--- config.mk ---
export PLATFORM = sky130hd
export DESIGN_NAME = qfa_div_step
export DESIGN_NICKNAME = d
export VERILOG_FILES = /design/src/rtl/qfa_pkg.sv /design/src/rtl/qfa_div_step.sv
export SDC_FILE = /design/constraint.sdc
export NUM_CORES = 1
export LEC_CHECK = 0
export ABC_AREA = 1
export BUFFER_PORTS_ARGS = -buffer_cell sky130_fd_sc_hd__buf_2
export CORE_ASPECT_RATIO = 0.6
export CORE_MARGIN = 2
export CORE_UTILIZATION = 51
export CTS_BUF_LIST = sky130_fd_sc_hd__clkbuf_4 sky130_fd_sc_hd__clkbuf_8
export CTS_CLUSTER_SIZE = 12
export DETAILED_ROUTE_END_ITERATION = 8
export PLACE_DENSITY = 0.83
export SYNTH_ARGS = -nofsm -noshare
export SYNTH_HDL_FRONTEND = slang
export SYNTH_SLANG_ARGS = --single-unit
--- constraint.sdc ---
create_clock -name clk -period 2.1 [get_ports clk]
set_input_delay 0.315 -clock clk [delete_from_list [all_inputs] [get_ports clk]]
set_output_delay 0.315 -clock clk [all_outputs]
set_load 0.01 [all_outputs]
--- src/rtl/qfa_pkg.sv ---
`timescale 1ns / 1ps
package qfa_pkg;

  // Operand and result width, Q16.16
  localparam int DW     = 32;
  // Binary point position
  localparam int FRAC   = 16;
  // Dividend pre-shift for the rounded divide
  localparam int DIVSH  = 17;
  // Shifted dividend width, also the number of quotient bits
  localparam int QW     = DW + DIVSH;
  // One divider stage per quotient bit
  localparam int NDIV   = QW;
  // Width of the product bits that reach the result
  localparam int PW     = DW + FRAC;

  typedef enum logic [1:0] {
    OP_ADD = 2'd0,
    OP_SUB = 2'd1,
    OP_MUL = 2'd2,
    OP_DIV = 2'd3
  } op_t;

  typedef struct packed {
    op_t            kind;
    logic           is_signed;
    logic [DW-1:0]  operand_a;
    logic [DW-1:0]  operand_b;
  } in_word_t;

  typedef struct packed {
    logic [DW-1:0]  result_bits;
    logic           divide_by_zero;
  } out_word_t;

  // Payload carried down the pipeline
  typedef struct packed {
    op_t            kind;
    logic           neg;   // result sign must be flipped
    logic           dz;    // divide with zero divisor
    logic [DW-1:0]  res;   // add/sub/mul result
    logic [DW-1:0]  dvs;   // divisor magnitude
    logic [DW-1:0]  rem;   // partial remainder
    logic [QW-1:0]  dq;    // dividend shifting out, quotient shifting in
  } stage_t;

endpackage

--- src/rtl/qfa_div_step.sv ---
`timescale 1ns / 1ps
module qfa_div_step (
  input  logic            clk,
  input  logic            rst_n,
  input  logic            adv,
  input  logic            in_vld,
  input  qfa_pkg::stage_t in_stage,
  output logic            out_vld,
  output qfa_pkg::stage_t out_stage
);
  import qfa_pkg::*;

  logic          vld_r;
  stage_t        stg_r, stg_nxt;
  logic [DW:0]   sh, diff;
  logic          ge;

  // One restoring division bit
  always_comb begin
    sh      = {in_stage.rem, in_stage.dq[QW-1]};
    ge      = sh >= {1'b0, in_stage.dvs};
    diff    = sh - {1'b0, in_stage.dvs};
    stg_nxt = in_stage;
    stg_nxt.rem = ge ? diff[DW-1:0] : sh[DW-1:0];
    stg_nxt.dq  = {in_stage.dq[QW-2:0], ge};
  end

  always_ff @(posedge clk) begin
    if (!rst_n) begin
      vld_r <= 1'b0;
    end else if (adv) begin
      vld_r <= in_vld;
    end
  end

  always_ff @(posedge clk) begin
    if (adv) begin
      stg_r <= stg_nxt;
    end
  end

  assign out_vld   = vld_r;
  assign out_stage = stg_r;

endmodule

**Yosys cells after proc, flatten, opt, wreduce, memory -nomap -nowiden**

Index checks and enable logic that the tools add are counted.

- Flip-flop bits (word level): 150

- Add/subtract/negate cells: 1
- $lt $le $gt $ge: 1
- Muxes and demuxes: 1

Operator list:

| kind | count |
|---|---|
| $ge 33x32->1 | 1 |
| $mux 32 | 1 |
| $sub 32x32->32 | 1 |

**Longest topological paths before layout**

- Depth in word-level cells: 2
- Depth in mapped cells: 16
- Depth with buffers taken out: 14

**Least setup slack after synthesis**

Ideal clock, no wire load.

- Kind: in2reg
- Start: input port in_stage[48] (netlist bit)
- End: register stg_r (netlist bit out_stage[65]) (data pin)
- Library setup time: 252 ps
- Arrival time: 1,677 ps
- Required time: 1,848 ps
- Path slack: 170 ps
- Stages: 13
- Buffers on the path: 0
- Cells stage by stage: inv_1 ha_1 fa_1 inv_1 nand3_1 nand3_1 nand2_1 nand3_1 nand3_1 nand2_1 nand2_1 nand3_2 nand2_1

RTL lines:

| what | line | text |
|---|---|---|
| from (decl) | qfa_div_step.sv:7 | `input qfa_pkg::stage_t in_stage,` |
| to (signal assigned) | qfa_div_step.sv:38 | `stg_r <= stg_nxt;` |
| to (decl) | qfa_div_step.sv:14 | `stage_t stg_r, stg_nxt;` |

==> results.yml <==
status:
  run_status: "complete, no violations"
sta:
  slew_headroom_pct: 71.5
  hold_viol: 0
  fmax_mhz: 493
  period_needed_ns: 2.03
  drv_slew: 0
  worst-slew-pin-transition_ns: 0.427
  setup_violations: 0
  finalSetupTns_ns: 0
  rsz0062_at_grt: "false"
  fin_skew_ns: 0
  fin_crit_sh_pct: 96.7
  holdWs_ns: 0.0471
worst_setup_path:
  cp_max_fo: 18
  end_kind: "flop"
  critical_path_class: "input pin to flop"
  critPathSlowestCell: "ha_1"
  cp.depth: 13
  path_buf_inv: 3
  cpPeakStageDelay_ns: 0.35
  path_delay_family: "simple AND/OR/NAND/NOR gates"
  critical_path_arrival_ns: 2.22
  reg2reg_depth: 2
  start_kind: "input pin"
  crit_chain: "buf_2 > inv_1 > ha_1 > nand2_1 > nor2_1 > nand2_1 > nor2_2 > nand2_1 > nand2_1 > nor2_4 > buf_4 > nand3_1 > nand2_1"
  cp_data_required_time_ns: 2.29
  crit_top_cell: "nand2_1"
synthesis:
  syn-cell-area_sq_um: 7670
  ys.flop_type: "edfxtp_1"
  synth.net_count: 986
  async_flop_share_pct: 0
  syn_avg_cell_area_sq_um: 9.59
  synth_cells: 800
  synth_edf_count: 149
  yosysWarnings: 0
  yosysSeqAreaShare_pct: 58.6
  yosys_register_bits: 150
  synth.distinct_cells: 27
detailed_routing:
  routed_wl_um: 22500
  avgRoutedWirePerCell_um: 15.8
  vias: 6839
  drc: 0
  first_pass_iters: 6
  ant_nets: 0
  dr.first_iter.drc_count: 662
  avgViaCountPerCell: 4.82
placement:
  dp_hpwl_um: 18100
  globalplace.congestion: 1.00
  port_buffers: 302
die:
  rows: 34
  io_pins: 303
  die-area_sq_um: 16100
  die_x_um: 162
  initial_utilization_pct: 52.6
  core_sq_um: 14600
  die_h_um: 99.0
global_route:
  grt_usage_pct: 28.0
  antenna_found_initial: 0
  grt_max_degree: 45
  grt_pass1_wl_um: 34300
  globalRouteOverflowTotal: 0
  grt_pass1_vias: 6529
worst_hold_path:
  hold_class: "input pin to flop"
  min_path_cells: 1
pwr:
  ir_drop_mv: 0.482
  power_mw: 7.78
  powerDensity_nw_per_um2: 741
  p_leak_nw: 5.48
clock_tree:
  cts_buffers: 17
  h-tree-depth: 4
  cts_root_buffer: "clkbuf_8"
  postCtsHoldBufs: 0
  clkSinkCount: 150
  cts_buffer_depth: 2
  clk_latency_ns: 0.43
  cts_tree: "built"
  path_clk_slew_ns: 0.10
  post_cts_buffers: 0
  cts_resized: 0
cells_and_area:
  fillers: 1146
  nets: 1394
  drive_above_1_share_pct: 37.2
  regArea_sq_um: 4490
  insertedDiodeCount: 0
  multi_input_area_sq_um: 2520
  final_cell_mix: "301 x buf_2, 274 x nand2_1, 151 x inv_1"
  layout_commonest_cell: "buf_2"
  area_growth_pct: 36.9
run:
  maxCapViolCount: 0
-- cell type report --
| class | count | share of cell area, % |
|---|---|---|
| clock buffers | 18 | 2.30 |
| repair buffers | 399 | 21.6 |
| inverters | 151 | 5.40 |
| flip-flops and latches | 150 | 42.8 |
| multi-input cells | 489 | 24.0 |
| clock inverters | 14 | 1.50 |
| well taps | 198 | 2.36 |
-- stage by stage --
| step | cells | utilization, % | worst slack (ns) | instance area (sq um) |
|---|---|---|---|---|
| 2_1_floorplan | 800 | - | 0.170 | 7670 |
| 3_3_place_gp | 1387 | 69.2 | -0.242 | 10100 |
| 4_1_cts | 1419 | 72.0 | 0.169 | 10500 |
| 5_1_grt | 1419 | 72.0 | 0.0114 | 10500 |
| 3_5_place_dp | 1387 | 69.2 | -0.286 | 10100 |
| 6_report | 1419 | 72.0 | 0.0701 | 10500 |
-- worst paths after layout --
| kind | start | end | slack [ns] |
|---|---|---|---|
| setup / recovery | in_stage[97] | out_stage[77]$_DFFE_PP_ | 0.07 |
| hold / removal | in_stage[39] | out_stage[40]$_DFFE_PP_ | 0.05 |
| setup reg to reg | out_vld$_SDFFE_PN0P_ | out_vld$_SDFFE_PN0P_ | 1.44 |
| hold reg to reg | out_vld$_SDFFE_PN0P_ | out_vld$_SDFFE_PN0P_ | 0.57 |
-- layer usage --
metal,track usage [%],part of all wire (%),up-vias
met2,42.6,43,329
met3,7.62,10,16
met1,41.2,45,3109
li1,-,-,3385
met4,4.90,0.91,0
met5,0,0,-
-- synthesized netlist by cell type, drive strengths merged, types with 2 or more instances --
cell | number | area share, %
nor2 | 38 | 2.1
nand3b | 11 | 1.1
ha | 32 | 5.2
nor3 | 9 | 0.78
and2 | 8 | 0.65
inv | 151 | 7.4
xor2 | 13 | 1.5
a21o | 2 | 0.20
buf | 10 | 1.1
nand4 | 3 | 0.24
edfxtp | 149 | 58
a21oi | 22 | 1.4
nand3 | 67 | 5.1
o21ai | 3 | 0.20
nand2 | 279 | 14
-- worst register-to-register path: stages (launching register included) --
cell	delay [ns]
dfxtp_1	0.32
o21ai_0	0.17
a21oi_1	0.06
-- power by group --
group / total [mW] / internal, mW / switching [mW] / leakage [nW]
registers: 3.70 / 3.62 / 0.0736 / 1.47
logic: 1.81 / 0.773 / 1.04 / 3.82
clock network: 2.28 / 1.01 / 1.27 / 0.195
-- cells by family (layout without fill, tap and decap cells) --
family          Yosys count  count (layout)  synth area share [%]
buf+inv                 161             582                  8.52
compound gates           27              27                  1.83
simple gates            415             415                  24.0
fa+ha+maj                33              33                  5.48
xor+xnor                 14              14                  1.60
flops                   150             150                  58.6
-- state kept, by name (all words and copies together), names as in the netlist --
| register | cells |
|---|---|
| out_stage | 149 |
| out_vld | 1 |
No activity file was read; power rests on OpenSTA's default activity.
