--- src/rtl/qfa_pkg.sv ---
`timescale 1ns / 1ps
package qfa_pkg;

  // Operand and result width, Q16.16
  localparam int DW     = 32;
  // Binary point position
  localparam int FRAC   = 16;
  // Dividend pre-shift for the rounded divide
  localparam int DIVSH  = 17;
  // Shifted dividend width, also the number of quotient bits
  localparam int QW     = DW + DIVSH;
  // One divider stage per quotient bit
  localparam int NDIV   = QW;
  // Width of the product bits that reach the result
  localparam int PW     = DW + FRAC;

  typedef enum logic [1:0] {
    OP_ADD = 2'd0,
    OP_SUB = 2'd1,
    OP_MUL = 2'd2,
    OP_DIV = 2'd3
  } op_t;

  typedef struct packed {
    op_t            kind;
    logic           is_signed;
    logic [DW-1:0]  operand_a;
    logic [DW-1:0]  operand_b;
  } in_word_t;

  typedef struct packed {
    logic [DW-1:0]  result_bits;
    logic           divide_by_zero;
  } out_word_t;

  // Payload carried down the pipeline
  typedef struct packed {
    op_t            kind;
    logic           neg;   // result sign must be flipped
    logic           dz;    // divide with zero divisor
    logic [DW-1:0]  res;   // add/sub/mul result
    logic [DW-1:0]  dvs;   // divisor magnitude
    logic [DW-1:0]  rem;   // partial remainder
    logic [QW-1:0]  dq;    // dividend shifting out, quotient shifting in
  } stage_t;

endpackage

--- src/rtl/qfa_front.sv ---
`timescale 1ns / 1ps
module qfa_front (
  input  logic             clk,
  input  logic             rst_n,
  input  logic             adv,
  input  logic             in_vld,
  input  qfa_pkg::in_word_t in_word,
  output logic             out_vld,
  output qfa_pkg::stage_t  out_stage
);
  import qfa_pkg::*;

  logic             v1_r, v2_r, v3_r;
  stage_t           s1_r, s2_r, s3_r;
  stage_t           s1_nxt, s3_nxt;
  logic [2*DW-1:0]  prod_r;
  logic [DW-1:0]    a_mag, b_mag;
  logic [PW-1:0]    pn, rnd;

  // Stage 1: magnitudes, add/sub, zero divisor check
  always_comb begin
    a_mag = (in_word.is_signed && in_word.operand_a[DW-1]) ? (~in_word.operand_a + 1'b1)
                                                             : in_word.operand_a;
    b_mag = (in_word.is_signed && in_word.operand_b[DW-1]) ? (~in_word.operand_b + 1'b1)
                                                             : in_word.operand_b;
    s1_nxt      = '0;
    s1_nxt.kind = in_word.kind;
    s1_nxt.neg  = in_word.is_signed && (in_word.operand_a[DW-1] ^ in_word.operand_b[DW-1]);
    s1_nxt.dz   = (in_word.kind == OP_DIV) && (in_word.operand_b == '0);
    s1_nxt.res  = (in_word.kind == OP_SUB) ? (in_word.operand_a - in_word.operand_b)
                                           : (in_word.operand_a + in_word.operand_b);
    s1_nxt.dvs  = b_mag;
    s1_nxt.rem  = '0;
    s1_nxt.dq   = {a_mag, {DIVSH{1'b0}}};
  end

  // Stage 3: sign fix and rounding of the product
  always_comb begin
    pn     = s2_r.neg ? (~prod_r[PW-1:0] + 1'b1) : prod_r[PW-1:0];
    rnd    = pn + (PW'(1) << (FRAC - 1));
    s3_nxt = s2_r;
    if (s2_r.kind == OP_MUL) begin
      s3_nxt.res = rnd[PW-1:FRAC];
    end
  end

  // Valid bits
  always_ff @(posedge clk) begin
    if (!rst_n) begin
      v1_r <= 1'b0;
      v2_r <= 1'b0;
      v3_r <= 1'b0;
    end else if (adv) begin
      v1_r <= in_vld;
      v2_r <= v1_r;
      v3_r <= v2_r;
    end
  end

  // Payload; stage 2 forms the magnitude product
  always_ff @(posedge clk) begin
    if (adv) begin
      s1_r   <= s1_nxt;
      s2_r   <= s1_r;
      prod_r <= (2*DW)'(s1_r.dq[QW-1:DIVSH]) * (2*DW)'(s1_r.dvs);
      s3_r   <= s3_nxt;
    end
  end

  assign out_vld   = v3_r;
  assign out_stage = s3_r;

endmodule

--- config.mk ---
export PLATFORM = sky130hd
export DESIGN_NAME = qfa_front
export DESIGN_NICKNAME = d
export VERILOG_FILES = /design/src/rtl/qfa_pkg.sv /design/src/rtl/qfa_front.sv
export SDC_FILE = /design/constraint.sdc
export NUM_CORES = 2
export LEC_CHECK = 0
export ABC_AREA = 1
export BUFFER_PORTS_ARGS = -buffer_cell sky130_fd_sc_hd__buf_2
export CAP_MARGIN = 10
export CORE_ASPECT_RATIO = 0.7
export CORE_MARGIN = 3
export CORE_UTILIZATION = 65
export CTS_CLUSTER_DIAMETER = 200
export DETAILED_ROUTE_END_ITERATION = 7
export PLACE_DENSITY_LB_ADDON = 0.25
export SKIP_CTS_REPAIR_TIMING = 1
export SYNTH_ARGS = -nofsm -noshare
export SYNTH_HDL_FRONTEND = slang
export SYNTH_SLANG_ARGS = --single-unit
--- constraint.sdc ---
create_clock -name clk -period 13.6 [get_ports clk]
set_input_delay 1.36 -clock clk [delete_from_list [all_inputs] [get_ports clk]]
set_output_delay 1.36 -clock clk [all_outputs]
set_load 0.1 [all_outputs]
* Word level (Yosys, flattened, before mapping)
Index checks and enable logic that the tools add are counted.
Cells by class: mux-type cells 5, shifts and indexed selects 0, multiply operators 1, bitwise gates (word level) 4, reduce and logical (&&, ||, !) cells 5, divide/modulo/power cells 0, equal/unequal tests 3, $lt $le $gt $ge 0, add/subtract/negate cells 6
Operator list (count):
- $mux W32 | 4
- $add A32 B1 Y32 const B | 2
- $not A32 Y32 | 2
- $add A48 B1 Y48 const B | 1
- $add A48 B16 Y48 const B | 1
- $mul A32 B32 Y48 | 1
- $mux W48 | 1
- $not A48 Y48 | 1
- $add A32 B32 Y32 | 1
- $logic_not A32 Y1 | 1
- $sub A32 B32 Y32 | 1
- $eq A2 B2 Y1 const B | 2
- $logic_and A1 B1 Y1 | 4
- $eq A2 B1 Y1 const B | 1
- $xor A1 B1 Y1 | 1
Storage, ports and cells: input port bits 71, bits in registers 351, logic and storage cells 46, memories kept 0, output and inout port bits 150, latch bits 0, RAM bits 0, memory bits (read-only) 0

* Logic depth before layout (Yosys ltp)
depth after elaboration 5, gate-level depth with buffers 31, depth with buffers taken out 29

* Least setup slack after synthesis
Ideal clock, no wire load.
kind register to register, start reg s1_r[36] (netlist bit), end reg prod_r[44] (data pin), required time 13.339 ns, buffers on the path 2, arrival time 6.492 ns, cell stages (with the launch flop) 25, clock period less this slack 6.753 ns, setup slack 6.847 ns, setup time 0.261 ns, cells stage by stage edfxtp_1 clkbuf_1 buf_1 nand2_1 fa_1 inv_1 fa_1 inv_1 fa_1 inv_1 fa_1 fa_1 fa_1 fa_1 fa_1 ha_1 nand2_1 nor2_1 inv_1 nor4_1 o21ai_0 nand3_1 nand3_1 nand3_1 xor2_1
Between the ends: longest elaborated chain between the ends 1
RTL lines:
- start: declaration | RTL line qfa_front.sv:14 | stage_t s1_r, s2_r, s3_r;
- start signal: assignment | RTL line qfa_front.sv:63 | s1_r <= s1_nxt;
- $mul A32 B32 Y48 | RTL line qfa_front.sv:65 | prod_r <= (2*DW)'(s1_r.dq[QW-1:DIVSH]) * (2*DW)'(s1_r.dvs);
- end signal: assignment | RTL line qfa_front.sv:65
- end: declaration | RTL line qfa_front.sv:16 | logic [2*DW-1:0] prod_r;
No other way between the ends. A chain may end at the register's enable or synchronous reset.

* Worst setup path after layout
start reg s1_r[22] (netlist bit), end reg prod_r[44] (data pin)
Same word-level chain as after synthesis.

==> impl_metrics.yaml <==
final_layout:
  syn_to_final_growth_pct: 5.92
  antenna-diode-count: 0
  mostFrequentLayoutCell: "nand2_1"
  layout_common_cells: "1450 x nand2_1, 1434 x inv_1, 780 x fa_1"
  drive_above_1_share_pct: 6.81
  nets: 6588
cts:
  root_buffer: "clkbuf_16"
  clock_sinks: 351
  clk_latency_ns: 0.56
  numCtsBuffers: 34
  tritoncts: "done"
  clockBufferDepth: 3
  cts_max_level: 2
  clk_pin_slew_worst_paths_ns: 0.09
logic_synthesis:
  yosys_warnings: 0
  synth-compound-area-share_pct: 3.79
  yosysTopAreaCell: "fa_1"
  ys_seq_area_share_pct: 22.7
  synth-seq-cells: 351
  yosys.area_share.simple_pct: 17.0
  synth_top_cell_area_share_pct: 33.7
  syn_area_per_cell_sq_um: 8.50
  syn_inst: 5458
  ys_types: 52
  synth_xor_area_share_pct: 3.06
  muxShareOfSynthArea_pct: 0
  syn_area_sq_um: 46400
  synth_area_leaders: "fa_1 34%, edfxtp_1 23%, nand2_1 12%, inv_1 12%, ha_1 5.7%"
  synth_top_family_by_area: "adder cells"
  yosys.area_share.adder_pct: 39.3
  async_flop_share_pct: 0
  synth_enable_flop_cells: 348
  synth_ff_type: "edfxtp_1"
drt:
  wirelength_um: 133000
  wl_per_cell_um: 20.5
  vias_per_cell: 5.55
  drc_errors: 0
  first_pass_iters: 6
  vias: 36100
  drt-initial-drc-count: 3819
  ant_nets: 0
timing:
  finalHoldViolCount: 0
  tightest_slew_ns: 1.10
  slew_headroom_pct: 26.5
  clock_skew_ns: 0.0307
  fmax_mhz: 129
  period_share_pct: 56.8
  setup-violations-final: 0
  setup_tns_ns: 0
  slew_violations: 0
  rsz0062_at_grt: "no"
  min_period_ns: 7.73
floorplanning:
  core_sq_um: 70200
  die_x_um: 325
  pin_count: 221
  start_util_pct: 66.1
  row_count: 81
  chipHeight_um: 230
  die_area_sq_um: 74700
global_route:
  grt-ovfl-total: 0
  antenna_found_initial: 4
  grt_max_degree: 167
  grt_pass1_wl_um: 208000
  grt_pass1_vias: 36700
  grt_util_all_layers_pct: 36.5
placement:
  io_buffer_count: 171
  place_hpwl_um: 101000
  routabilityCongestion: 1.02
critical_path:
  critical_path.max_fanout: 21
  cp.arrival_ns: 8.01
  worst_ep_required_time_ns: 13.88
  cp-end-kind: "flop"
  path_class: "flop to flop"
  start_kind: "flop"
flow_run:
  drv_cap: 0
worst_hold_path:
  hold_path_class: "flop to flop"
status:
  status: "finished, final reports clean"
-- cells by family after synthesis --
kind of cell / count (synthesis)
AO/OA/AOI/OAI: 315
XOR/XNOR: 161
adder cells (fa/ha/maj): 990
buffers and inverters: 1697
flip-flops: 351
other: 1
AND/OR/NAND/NOR: 1943
-- synthesized netlist by cell type, types with 3 or more instances --
library cell / count
ha_1: 210
a31oi_1: 17
nand4_1: 28
fa_1: 780
xnor2_1: 55
nand3_1: 98
buf_2: 7
o31ai_1: 4
nor2_2: 25
nand2_2: 32
buf_1: 13
edfxtp_1: 348
nand3b_1: 18
nor3_1: 17
nor2_1: 246
xor2_1: 105
a21o_1: 13
nand3_2: 5
o21a_1: 9
nand2_1: 1450
inv_1: 1434
dfxtp_1: 3
o21ai_0: 130
o21bai_1: 6
o221ai_1: 4
a21oi_1: 100
inv_2: 8
clkbuf_1: 183
nor4_1: 9
buf_4: 50
o21ai_1: 18
nor2_4: 9
-- area by class of cell --
cell class	instances	area (sq um)
clock buffer	40	895
clock inverter	21	241
fill	5554	21100
inverter	1444	5420
multi-input combinational	3458	29500
sequential	351	10500
tap	954	1190
timing repair buffer	238	1380
-- flip-flops by register name (all words and copies together) (netlist names) --
register / flops
prod_r: 48
s1_r: 100
s2_r: 100
v1_r: 1
out_stage: 100
out_vld: 1
v2_r: 1
-- layer usage --
layer  GRT usage [%]  vias to the layer above  part of all wire (%)
met5               0                        -                     0
met4            10.8                        0                   3.3
met3            10.2                      360                    13
met2            54.4                     2190                    43
met1            52.9                    17600                    40
li1                -                    16000                     -
-- through the flow --
step	utilization (%)	hold slack (ns)	std cells	cell area, sq um	setup WS [ns]
6_report	70.0	0.406	6506	49100	5.87
5_1_grt	70.0	0.406	6506	49100	5.47
2_1_floorplan	-	0.400	5506	46600	6.85
4_1_cts	70.0	0.413	6506	49100	5.94
3_3_place_gp	68.3	0.400	6445	48000	6.02
3_5_place_dp	68.3	0.405	6445	48000	5.99
-- worst max-delay path, cell delays in order, from the launching register on --
cell and delay (ns):
edfxtp_1 0.95, buf_4 0.51, nand2_1 0.12, fa_1 0.38
inv_1 0.07, fa_1 0.42, inv_1 0.09, fa_1 0.43
fa_1 0.52, inv_1 0.05, fa_1 0.44, fa_1 0.48
fa_1 0.51, inv_1 0.05, fa_1 0.48, inv_1 0.04
ha_1 0.38, nand2_1 0.11, nor2_1 0.18, inv_1 0.09
nor4_1 0.50, o21ai_0 0.20, nand3_1 0.20, nand3_1 0.09
nand3_1 0.09, xor2_1 0.07
-- final timing paths --
kind / cells past startpoint / slack, ns / endpoint / startpoint
setup reg to reg: 25 / 5.87 / prod_r[44] / s1_r[22]
hold reg to reg: 0 / 0.41 / out_stage[23] / s2_r[23]
hold / removal: 0 / 0.41 / out_stage[23] / s2_r[23]
setup / recovery: 25 / 5.87 / prod_r[44] / s1_r[22]
Power is not shown: default switching activity piles up to over one toggle a cycle in this logic, so the estimate is an artifact.
