## src/rtl/qfa_pkg.sv

```systemverilog
`timescale 1ns / 1ps
package qfa_pkg;

  // Operand and result width, Q16.16
  localparam int DW     = 32;
  // Binary point position
  localparam int FRAC   = 16;
  // Dividend pre-shift for the rounded divide
  localparam int DIVSH  = 17;
  // Shifted dividend width, also the number of quotient bits
  localparam int QW     = DW + DIVSH;
  // One divider stage per quotient bit
  localparam int NDIV   = QW;
  // Width of the product bits that reach the result
  localparam int PW     = DW + FRAC;

  typedef enum logic [1:0] {
    OP_ADD = 2'd0,
    OP_SUB = 2'd1,
    OP_MUL = 2'd2,
    OP_DIV = 2'd3
  } op_t;

  typedef struct packed {
    op_t            kind;
    logic           is_signed;
    logic [DW-1:0]  operand_a;
    logic [DW-1:0]  operand_b;
  } in_word_t;

  typedef struct packed {
    logic [DW-1:0]  result_bits;
    logic           divide_by_zero;
  } out_word_t;

  // Payload carried down the pipeline
  typedef struct packed {
    op_t            kind;
    logic           neg;   // result sign must be flipped
    logic           dz;    // divide with zero divisor
    logic [DW-1:0]  res;   // add/sub/mul result
    logic [DW-1:0]  dvs;   // divisor magnitude
    logic [DW-1:0]  rem;   // partial remainder
    logic [QW-1:0]  dq;    // dividend shifting out, quotient shifting in
  } stage_t;

endpackage

```

## src/rtl/qfa_finish.sv

```systemverilog
`timescale 1ns / 1ps
module qfa_finish (
  input  logic               clk,
  input  logic               rst_n,
  input  logic               adv,
  input  logic               in_vld,
  input  qfa_pkg::stage_t    in_stage,
  output logic               out_vld,
  output qfa_pkg::out_word_t out_word
);
  import qfa_pkg::*;

  logic          vld_r;
  out_word_t     word_r, word_nxt;
  logic [DW+1:0] qn, qr;

  // Quotient sign fix and round-half; only the low bits reach the result
  always_comb begin
    qn = in_stage.neg ? (~in_stage.dq[DW+1:0] + 1'b1) : in_stage.dq[DW+1:0];
    qr = qn + 1'b1;
    word_nxt = '0;
    if (in_stage.kind == OP_DIV) begin
      word_nxt.divide_by_zero = in_stage.dz;
      word_nxt.result_bits    = in_stage.dz ? '0 : qr[DW:1];
    end else begin
      word_nxt.result_bits    = in_stage.res;
    end
  end

  always_ff @(posedge clk) begin
    if (!rst_n) begin
      vld_r <= 1'b0;
    end else if (adv) begin
      vld_r <= in_vld;
    end
  end

  always_ff @(posedge clk) begin
    if (adv) begin
      word_r <= word_nxt;
    end
  end

  assign out_vld  = vld_r;
  assign out_word = word_r;

endmodule

```

## config.mk

```make
export PLATFORM = sky130hd
export DESIGN_NAME = qfa_finish
export DESIGN_NICKNAME = d
export VERILOG_FILES = /design/src/rtl/qfa_pkg.sv /design/src/rtl/qfa_finish.sv
export SDC_FILE = /design/constraint.sdc
export NUM_CORES = 1
export LEC_CHECK = 0
export ABC_AREA = 1
export ABC_CLOCK_PERIOD_IN_PS = 2900
export BUFFER_PORTS_ARGS = -buffer_cell sky130_fd_sc_hd__clkbuf_2
export CAP_MARGIN = 10
export CORE_ASPECT_RATIO = 1.1
export CORE_MARGIN = 2
export CORE_UTILIZATION = 44
export DETAILED_ROUTE_END_ITERATION = 8
export MAX_ROUTING_LAYER = met4
export PLACE_DENSITY = 0.76
export RECOVER_POWER = 100
export SETUP_SLACK_MARGIN = 0.3
export SKIP_CTS_REPAIR_TIMING = 1
export SLEW_MARGIN = 20
export SYNTH_ARGS = -nofsm -noshare
export SYNTH_HDL_FRONTEND = slang
export SYNTH_SLANG_ARGS = --single-unit
```

## constraint.sdc

```tcl
create_clock -name clk -period 2.9 [get_ports clk]
set_input_delay 0.145 -clock clk [delete_from_list [all_inputs] [get_ports clk]]
set_output_delay 0.145 -clock clk [all_outputs]
set_load 0.01 [all_outputs]
```

# After elaboration in Yosys (flattened, before gate mapping)

Index checks and enable logic that the tools add are counted.
W data, S select, Z words.

Shift operators: 0
Add/sub/neg operators: 2
Reduce and logical (&&, ||, !) cells: 0
Bitwise gates (word level): 1
Mux-type cells: 3
$lt $le $gt $ge: 0
$mul: 0
Divide/modulo/power cells: 0
Eq/ne operators: 1

Operators by type and width:

| kind                    | number |
|---|---|
| $add A33 B1 Y33 const B | 2 |
| $mux W32                | 2 |
| $mux W33                | 1 |
| $not A33 Y33            | 1 |
| $eq A2 B2 Y1 const B    | 1 |

Memories kept: 0
ROM bits: 0
Output and inout port bits: 34
Bits in latches: 0
Bits in registers: 34
RAM bits: 0

# Depth between registers and ports, before layout

Gate-level depths: netlist (run 1).

Word-level depth: 6
Gate-level depth with buffers: 17
Gate-level depth less buffers: 17

# Worst setup path after synthesis (run 1)

No wires, ideal clock.

Path type: in2reg
Start point: input port in_stage[0] (netlist name)
End point: register word_r (netlist bit out_word[32]) (data pin)
Arrival time: 1.802 ns
Stages: 16
Path slack: 0.845 ns
Path through: inv_2 -> ha_1 -> nand2_1 -> o21ai_2 -> ha_1 -> nand2_2 -> a21oi_4 -> nand3_2 -> nor2_2 -> nand2_2 -> nor2_8 -> nand3_2 -> nor2_1 -> nand2_1 -> nand3_1 -> nand2_1

RTL lines:

| element              | RTL line         | text |
|---|---|---|
| start, declared      | qfa_finish.sv:7  | `input qfa_pkg::stage_t in_stage,` |
| end signal, assigned | qfa_finish.sv:40 | `word_r <= word_nxt;` |
| end, declared        | qfa_finish.sv:14 | `out_word_t word_r, word_nxt;` |

==> run_results.csv, run 1 <==
group,metric,value,unit
detailed_routing,drt-pass1-iter-count,4,
floorplan,start_util,0.450,
synth,syn_avg_cell_area,6.45,um2
critical_path,crit_type,"in2reg",
critical_path,cp_slowest_cell,"ha_1",
clock_network,htree_num_levels,2,
place,place_congestion,0.890,
synth,ys.flop_type,"edfxtp_1",
final_layout,design_area,4180,um2
power,p_per_area,327,nW/um2
synth,synth.most_common_cell,"nand2_1",
critical_path,crit_path_end_kind,"flop",
detailed_routing,ant_nets,0,
clock_network,cts_buffers,5,
detailed_routing,drc,0,
synth,syn_nets,704,
timing,final_hold_viol_count,0,
synth,async_reset_ff_frac,0,
timing,tns,0,ps
global_routing,grt_overflow,0,
timing,slew_headroom,-0.173,
synth,synth_xor_area_frac,0.0124,
synth,synth_top_family_by_area,"simple AND/OR/NAND/NOR gates",
timing,rsz0062_at_grt,"false",
floorplan,die-area,8780,um2
critical_path,worst_setup_path_start_kind,"input pin",
timing,fin_crit_sh,0.843,
synth,yosys.area.top_type_share,0.280,
timing,setup_viol,0,
synth,synth_edf_count,33,
floorplan,core_area,7870,um2
floorplan,dieWidth,89.5,um
critical_path,worstPathMaxFanout,5,
final_layout,area_growth,18.1,%
detailed_routing,routed_wl,9000,um
detailed_routing,vias,3779,
detailed_routing,drt_iter0_drc,178,
synth,yosys.area_share.simple,0.513,
timing,worst_pin_slew,1760,ps
timing,fin_crit,2450,ps
detailed_routing,routedWlPerCell,11.8,um
critical_path,slowest_delay,270,ps
synth,ys_seq_area_frac,0.286,
critical_path,cp_common_cell,"nand2_1",
global_routing,antenna_found_initial,0,
synth,syn_inst,549,
floorplan,die_y,98.1,um
global_routing,first_global_vias,3487,
floorplan,rows,34,
final_layout,drive_gt1_frac,0.212,
critical_path,r2r_setup_slack,2100,ps
synth,yosysTopAreaCell,"edfxtp_1",
synth,synth_common_cells,"184 x nand2_1, 62 x inv_1, 54 x nor2_1",
timing,finClkSkew,0,ps
place,dpl-instance-area,4180,um2
synth,syn-cell-area,3540,um2
status,status,"complete, but fails checks",
critical_path,cp.required,2930,ps
global_routing,grt_usage,0.213,
synth,synth_compound_area_frac,0.0940,
critical_path,path_cells,"clkbuf_2 > inv_1 > ha_1 > nand2_1 > nand2_1 > nand2_1 > nand2_1 > nand3_1 > nor2_1 > nand2_4 > nor2_8 > inv_1 > nor2_1 > nand3_1 > o21ai_1 > nand2_1",
synth,ys_ff_latch,34,
global_routing,grt_pass1_wl,15000,um
synth,synth.area.mux_share,0,
worst_hold_path,hp-class,"in2reg",
clock_network,clock-root-buffer,"clkbuf_8",
synth,synth_area_leaders,"edfxtp_1 28%, nand2_1 20%, nand3_1 7.2%",
synth,synth_cell_types,38,
power,p_leak,2.13,nW
clock_network,clk_pin_slew,60,ps
final_layout,diodes,0,
synth,synthAdderAreaFrac,0.00707,
critical_path,timing.critical_path.arrival,2480,ps
synth,yosys_warnings,0,
final_layout,num-nets-final,810,
detailed_routing,viasPerCell,4.95,
final_layout,final_util,0.531,
global_routing,grt_max_degree,36,
clock_network,clockBufferDepth,2,
status,failed_checks,"capacitance limit, slew limit",
timing,drv_slew,36,
place,placement.io_buffers,106,
clock_network,clock_latency,270,ps
place,dp_hpwl,7460,um
power,vdd_drop_max,0.179,mV
timing,max_freq,409,MHz
job,max_cap_violations,1,
clock_network,cts_tree,"done",
floorplan,ioPinCount,187,
clock_network,cts_sinks,34,
==> sequential cells by signal, indices dropped and copies added (netlist names) <==
| register | count |
|---|---|
| out_vld | 1 |
| out_word | 33 |
==> worst max-delay path: cells and delay by family <==
family / cells / cell delay, ps
AOI/OAI and AO/OA: 1 / 150
buffers and inverters: 3 / 370
adders and majority gates: 1 / 270
and+or+nand+nor: 11 / 1530
==> metrics by stage <==
step / instances / worst slack [ps] / total power [W] / hold slack [ps]
after floorplan: 549 / 845 / 0.000880 / 238
after global placement: 756 / 447 / 0.00103 / 360
after detailed placement: 756 / 376 / 0.00104 / 415
after CTS: 764 / 668 / 0.00139 / 121
after global routing: 764 / 191 / 0.00145 / 129
final: 764 / 454 / 0.00137 / 122
==> area by class of cell <==
class | count | area, um2
Clock buffer | 7 | 86.3
Timing Repair Buffer | 109 | 505
Inverter | 68 | 258
Multi-Input combinational cell | 437 | 2180
Fill cell | 796 | 3690
Tap cell | 108 | 135
Sequential cell | 34 | 1010
Clock inverter | 1 | 5.00
==> logic make-up after synthesis <==
logic type,after synthesis
simple gates,373
flops,34
compound gates,57
fa+ha+maj,2
buf+inv,78
xor+xnor,5
==> per-layer routing <==
| metal | GRT usage | part of all wire |
|---|---|---|
| met5 | - | 0 |
| met4 | 0.0666 | 0.023 |
| met3 | 0.0178 | 0.056 |
| met2 | 0.342 | 0.46 |
| met1 | 0.282 | 0.46 |
==> cell usage in the layout (no fill, tap or decap), types with 3 or more instances in the layout <==
cell type,instances
nand3_2,4
clkbuf_8,6
nor2_2,12
nor2_4,3
nand4_1,18
a21oi_1,5
edfxtp_1,33
nor2_8,5
xnor2_1,3
clkbuf_2,71
nand2_2,24
nor2_1,56
nand3b_1,5
o21ai_1,10
inv_1,63
inv_2,3
clkbuf_1,37
nand2_1,188
nand3_1,53
o21ai_0,31
==> where the power goes <==
part           switching (W)  total (W)  internal (W)  leakage [nW]
Clock               0.000155   0.000346      0.000191        0.0482
Sequential         0.0000113   0.000604      0.000593         0.329
Combinational       0.000276   0.000417      0.000142          1.75
Total               0.000442    0.00137      0.000925          2.13
==> worst paths after layout <==
| check | from | endpoint | depth (start not counted) |
|---|---|---|---|
| worst max-delay path | in_stage[0] | out_word[17]$_DFFE_PP_ | 16 |
| worst min-delay path | in_vld | out_vld$_SDFFE_PN0P_ | 3 |
| worst max register to register | out_vld$_SDFFE_PN0P_ | out_vld$_SDFFE_PN0P_ | 2 |
| worst min register to register | out_vld$_SDFFE_PN0P_ | out_vld$_SDFFE_PN0P_ | 2 |
Power figures use the tool's default switching activity.
==> inputs of run 2 (changes only) <==
--- a/config.mk
+++ b/config.mk
@@ -5,13 +5,13 @@
 export SDC_FILE = /design/constraint.sdc
 export NUM_CORES = 1
 export LEC_CHECK = 0
-export ABC_AREA = 1
-export ABC_CLOCK_PERIOD_IN_PS = 2900
+export ABC_AREA = 0
+export ABC_CLOCK_PERIOD_IN_PS = 2130
 export BUFFER_PORTS_ARGS = -buffer_cell sky130_fd_sc_hd__clkbuf_2
 export CAP_MARGIN = 10
 export CORE_ASPECT_RATIO = 1.1
 export CORE_MARGIN = 2
-export CORE_UTILIZATION = 44
+export CORE_UTILIZATION = 41
 export DETAILED_ROUTE_END_ITERATION = 8
 export MAX_ROUTING_LAYER = met4
 export PLACE_DENSITY = 0.76
==> constraint.sdc (replaced) <==
create_clock -name clk -period 2.13 [get_ports clk]
set_input_delay 0.1065 -clock clk [delete_from_list [all_inputs] [get_ports clk]]
set_output_delay 0.1065 -clock clk [all_outputs]
set_load 0.01 [all_outputs]
==> run 2 against run 1 <==
The flow finishes with violations (capacitance limit, slew limit, setup timing). Die area hardly changed. Sequential power is 36% higher. Synthesized cell count is 33% lower. Setup slack worse by 1000 ps. Count of clock-buffer cells in the layout is 1 higher. Worst hold slack worse by 56 ps. Register-to-register slack worse by 620 ps. Via count is 1.1% lower. Routed wire length is 20% higher. Core utilization is 15 points higher. First-iteration DRC count is 36% higher. Largest cell class unchanged. Highest routed layer unchanged.
==> run_results.csv, run 2 <==
group,metric,value,unit
clock_network,cts_sinks,34,
critical_path,crit_path_end_kind,"flop",
detailed_routing,viasPerCell,5.31,
final_layout,area_growth,62.1,%
timing,finClkSkew,0,ps
clock_network,htree_num_levels,2,
power,vdd_drop_max,0.210,mV
synth,synth_cell_types,68,
floorplan,dieWidth,89.5,um
place,placement.io_buffers,106,
detailed_routing,drt-pass1-iter-count,5,
timing,slew_headroom,-0.168,
synth,yosysTopAreaCell,"edfxtp_1",
place,dp.cells,668,
detailed_routing,routed_wl,10800,um
synth,ys_seq_area_frac,0.307,
critical_path,crit_type,"in2reg",
detailed_routing,met3_length,483,um
critical_path,worstPathMaxFanout,7,
timing,worst_pin_slew,1750,ps
detailed_routing,drt_iter0_drc,242,
clock_network,cts_buffers,5,
floorplan,die-area,8780,um2
critical_path,worst_setup_path_start_kind,"input pin",
floorplan,start_util,0.419,
status,status,"complete, but fails checks",
synth,syn_nets,523,
critical_path,timing.critical_path.arrival,2740,ps
timing,layout_setup_ws,-573,ps
final_layout,diodes,0,
clock_network,clk_pin_slew,70,ps
timing,max_freq,370,MHz
power,p_per_area,403,nW/um2
global_routing,grt_pass1_wl,15300,um
synth,ys.flop_type,"edfxtp_1",
detailed_routing,dr_wl_met2,5550,um
global_routing,grt_usage,0.222,
final_layout,final_cell_mix,"126 x buf_4, 65 x clkbuf_2, 43 x nand2_1",
final_layout,design_area,5350,um2
synth,yosys.area.top_type_share,0.301,
synth,syn_avg_cell_area,8.96,um2
global_routing,antenna_found_initial,0,
place,place_congestion,0.929,
floorplan,ioPinCount,187,
detailed_routing,vias,3736,
synth,ys_ff_latch,34,
clock_network,clock_latency,280,ps
place,dp_hpwl,8000,um
place,dpl-instance-area,4790,um2
global_routing,grt_overflow,0,
detailed_routing,wl_met1,4450,um
worst_hold_path,hp-class,"in2reg",
global_routing,grt_max_degree,35,
global_routing,first_global_vias,3431,
power,p_leak,2.28,nW
floorplan,die_y,98.1,um
final_layout,layout_commonest_cell,"buf_4",
detailed_routing,routedWlPerCell,15.3,um
timing,drv_slew,35,
final_layout,layout.cells.non_filler,704,
floorplan,core_area,7870,um2
timing,tns,-8680,ps
synth,synth_edf_count,33,
synth,yosys_warnings,0,
synth,async_reset_ff_frac,0,
timing,final_hold_viol_count,0,
synth,syn-cell-area,3300,um2
critical_path,cp.required,2170,ps
status,failed_checks,"capacitance limit, slew limit, setup timing",
detailed_routing,ant_nets,0,
final_layout,num-nets-final,750,
detailed_routing,top_layer,"met4",
final_layout,largest_register_ffs,33,
floorplan,rows,34,
final_layout,drive_gt1_frac,0.471,
clock_network,cts_tree,"done",
detailed_routing,drc,0,
job,max_cap_violations,1,
timing,rsz0062_at_grt,"true",
synth,synth.most_common_cell,"nand2_1",
synth,synth_area_leaders,"edfxtp_1 30%, xor2_1 9.3%, xnor2_1 5.8%",
timing,setup_viol,25,
clock_network,clock-root-buffer,"clkbuf_8",
synth,synth_common_cells,"48 x nand2_1, 35 x xor2_1, 33 x edfxtp_1",
clock_network,clockBufferDepth,2,
timing,fin_crit_sh,1.27,
synth,syn_inst,368,
timing,fin_crit,2700,ps
run 2: changes by cell type after synthesis, moves of 7 or more:
cell and delta:
nand2b_1 +8, o31ai_1 +11, nand2_2 -28, xor2_1 +33, nand2_1 -136, inv_1 -59
nor2_1 -37, o21ai_1 -7, nor3_1 +10, xnor2_1 +19, nor4_1 +10, nor2_2 -13
nand4_1 -12, nand3_1 -42
run 2: metrics by stage:
stage                     power (W)  setup slack [ps]   util  hold WS, ps
after floorplan             0.00121              -687      -          219
after CTS                   0.00207              -579  0.620         69.7
after global placement      0.00158              -766  0.608          325
final                       0.00215              -573  0.679         66.2
after global routing        0.00226              -687  0.679         79.6
after detailed placement    0.00160              -876  0.608          359
run 2: kinds of logic (layout without fill, tap and decap cells):
group,count (synthesis),in the layout,share of synthesized area
and+or+nand+nor,159,159,0.271
AOI/OAI and AO/OA,85,85,0.201
xor gates and xnor gates,59,59,0.161
DFF,34,34,0.307
buffers and inverters,28,256,0.0493
adders and majority gates,2,2,0.00759
muxes,1,1,0.00304
run 2: where the power goes:
part	switching, W	total (W)	internal [W]	leakage, nW
clock	0.000215	0.000478	0.000263	0.0455
combinational	0.000443	0.000853	0.000410	1.91
sequential	0.0000156	0.000823	0.000808	0.329
run 2: final cells by class:
type | instances | area, um2
clock buffers | 8 | 90.1
fillers | 605 | 2520
inverters | 3 | 30.0
multi-input cells | 306 | 2470
flip-flops and latches | 34 | 1010
well taps | 108 | 135
repair buffers | 245 | 1610
run 2: metal layers:
metal  GRT usage  vias up
met4      0.0620        0
met5           -        -
met2       0.388      152
met1       0.276     1734
met3     0.00507       26
li1            -     1824
run 2: critical path: stages:
cell and delay, ps:
buf_12 120, inv_16 40, ha_4 130, or3b_4 380, buf_6 150, o41ai_4 360
xor2_2 160, nor4_4 250, buf_4 170, nand4_4 150, buf_6 160, nor3_4 200
a211oi_2 90, a221o_1 270
run 2: final timing paths:
check | startpoint | to | slack, ps | cells past startpoint
worst min-delay path | rst_n | out_vld$_SDFFE_PN0P_ | 70 | 2
worst max register to register | out_vld$_SDFFE_PN0P_ | out_vld$_SDFFE_PN0P_ | 1480 | 2
worst max-delay path | in_stage[0] | out_word[31]$_DFFE_PP_ | -570 | 14
worst min register to register | out_vld$_SDFFE_PN0P_ | out_vld$_SDFFE_PN0P_ | 550 | 2
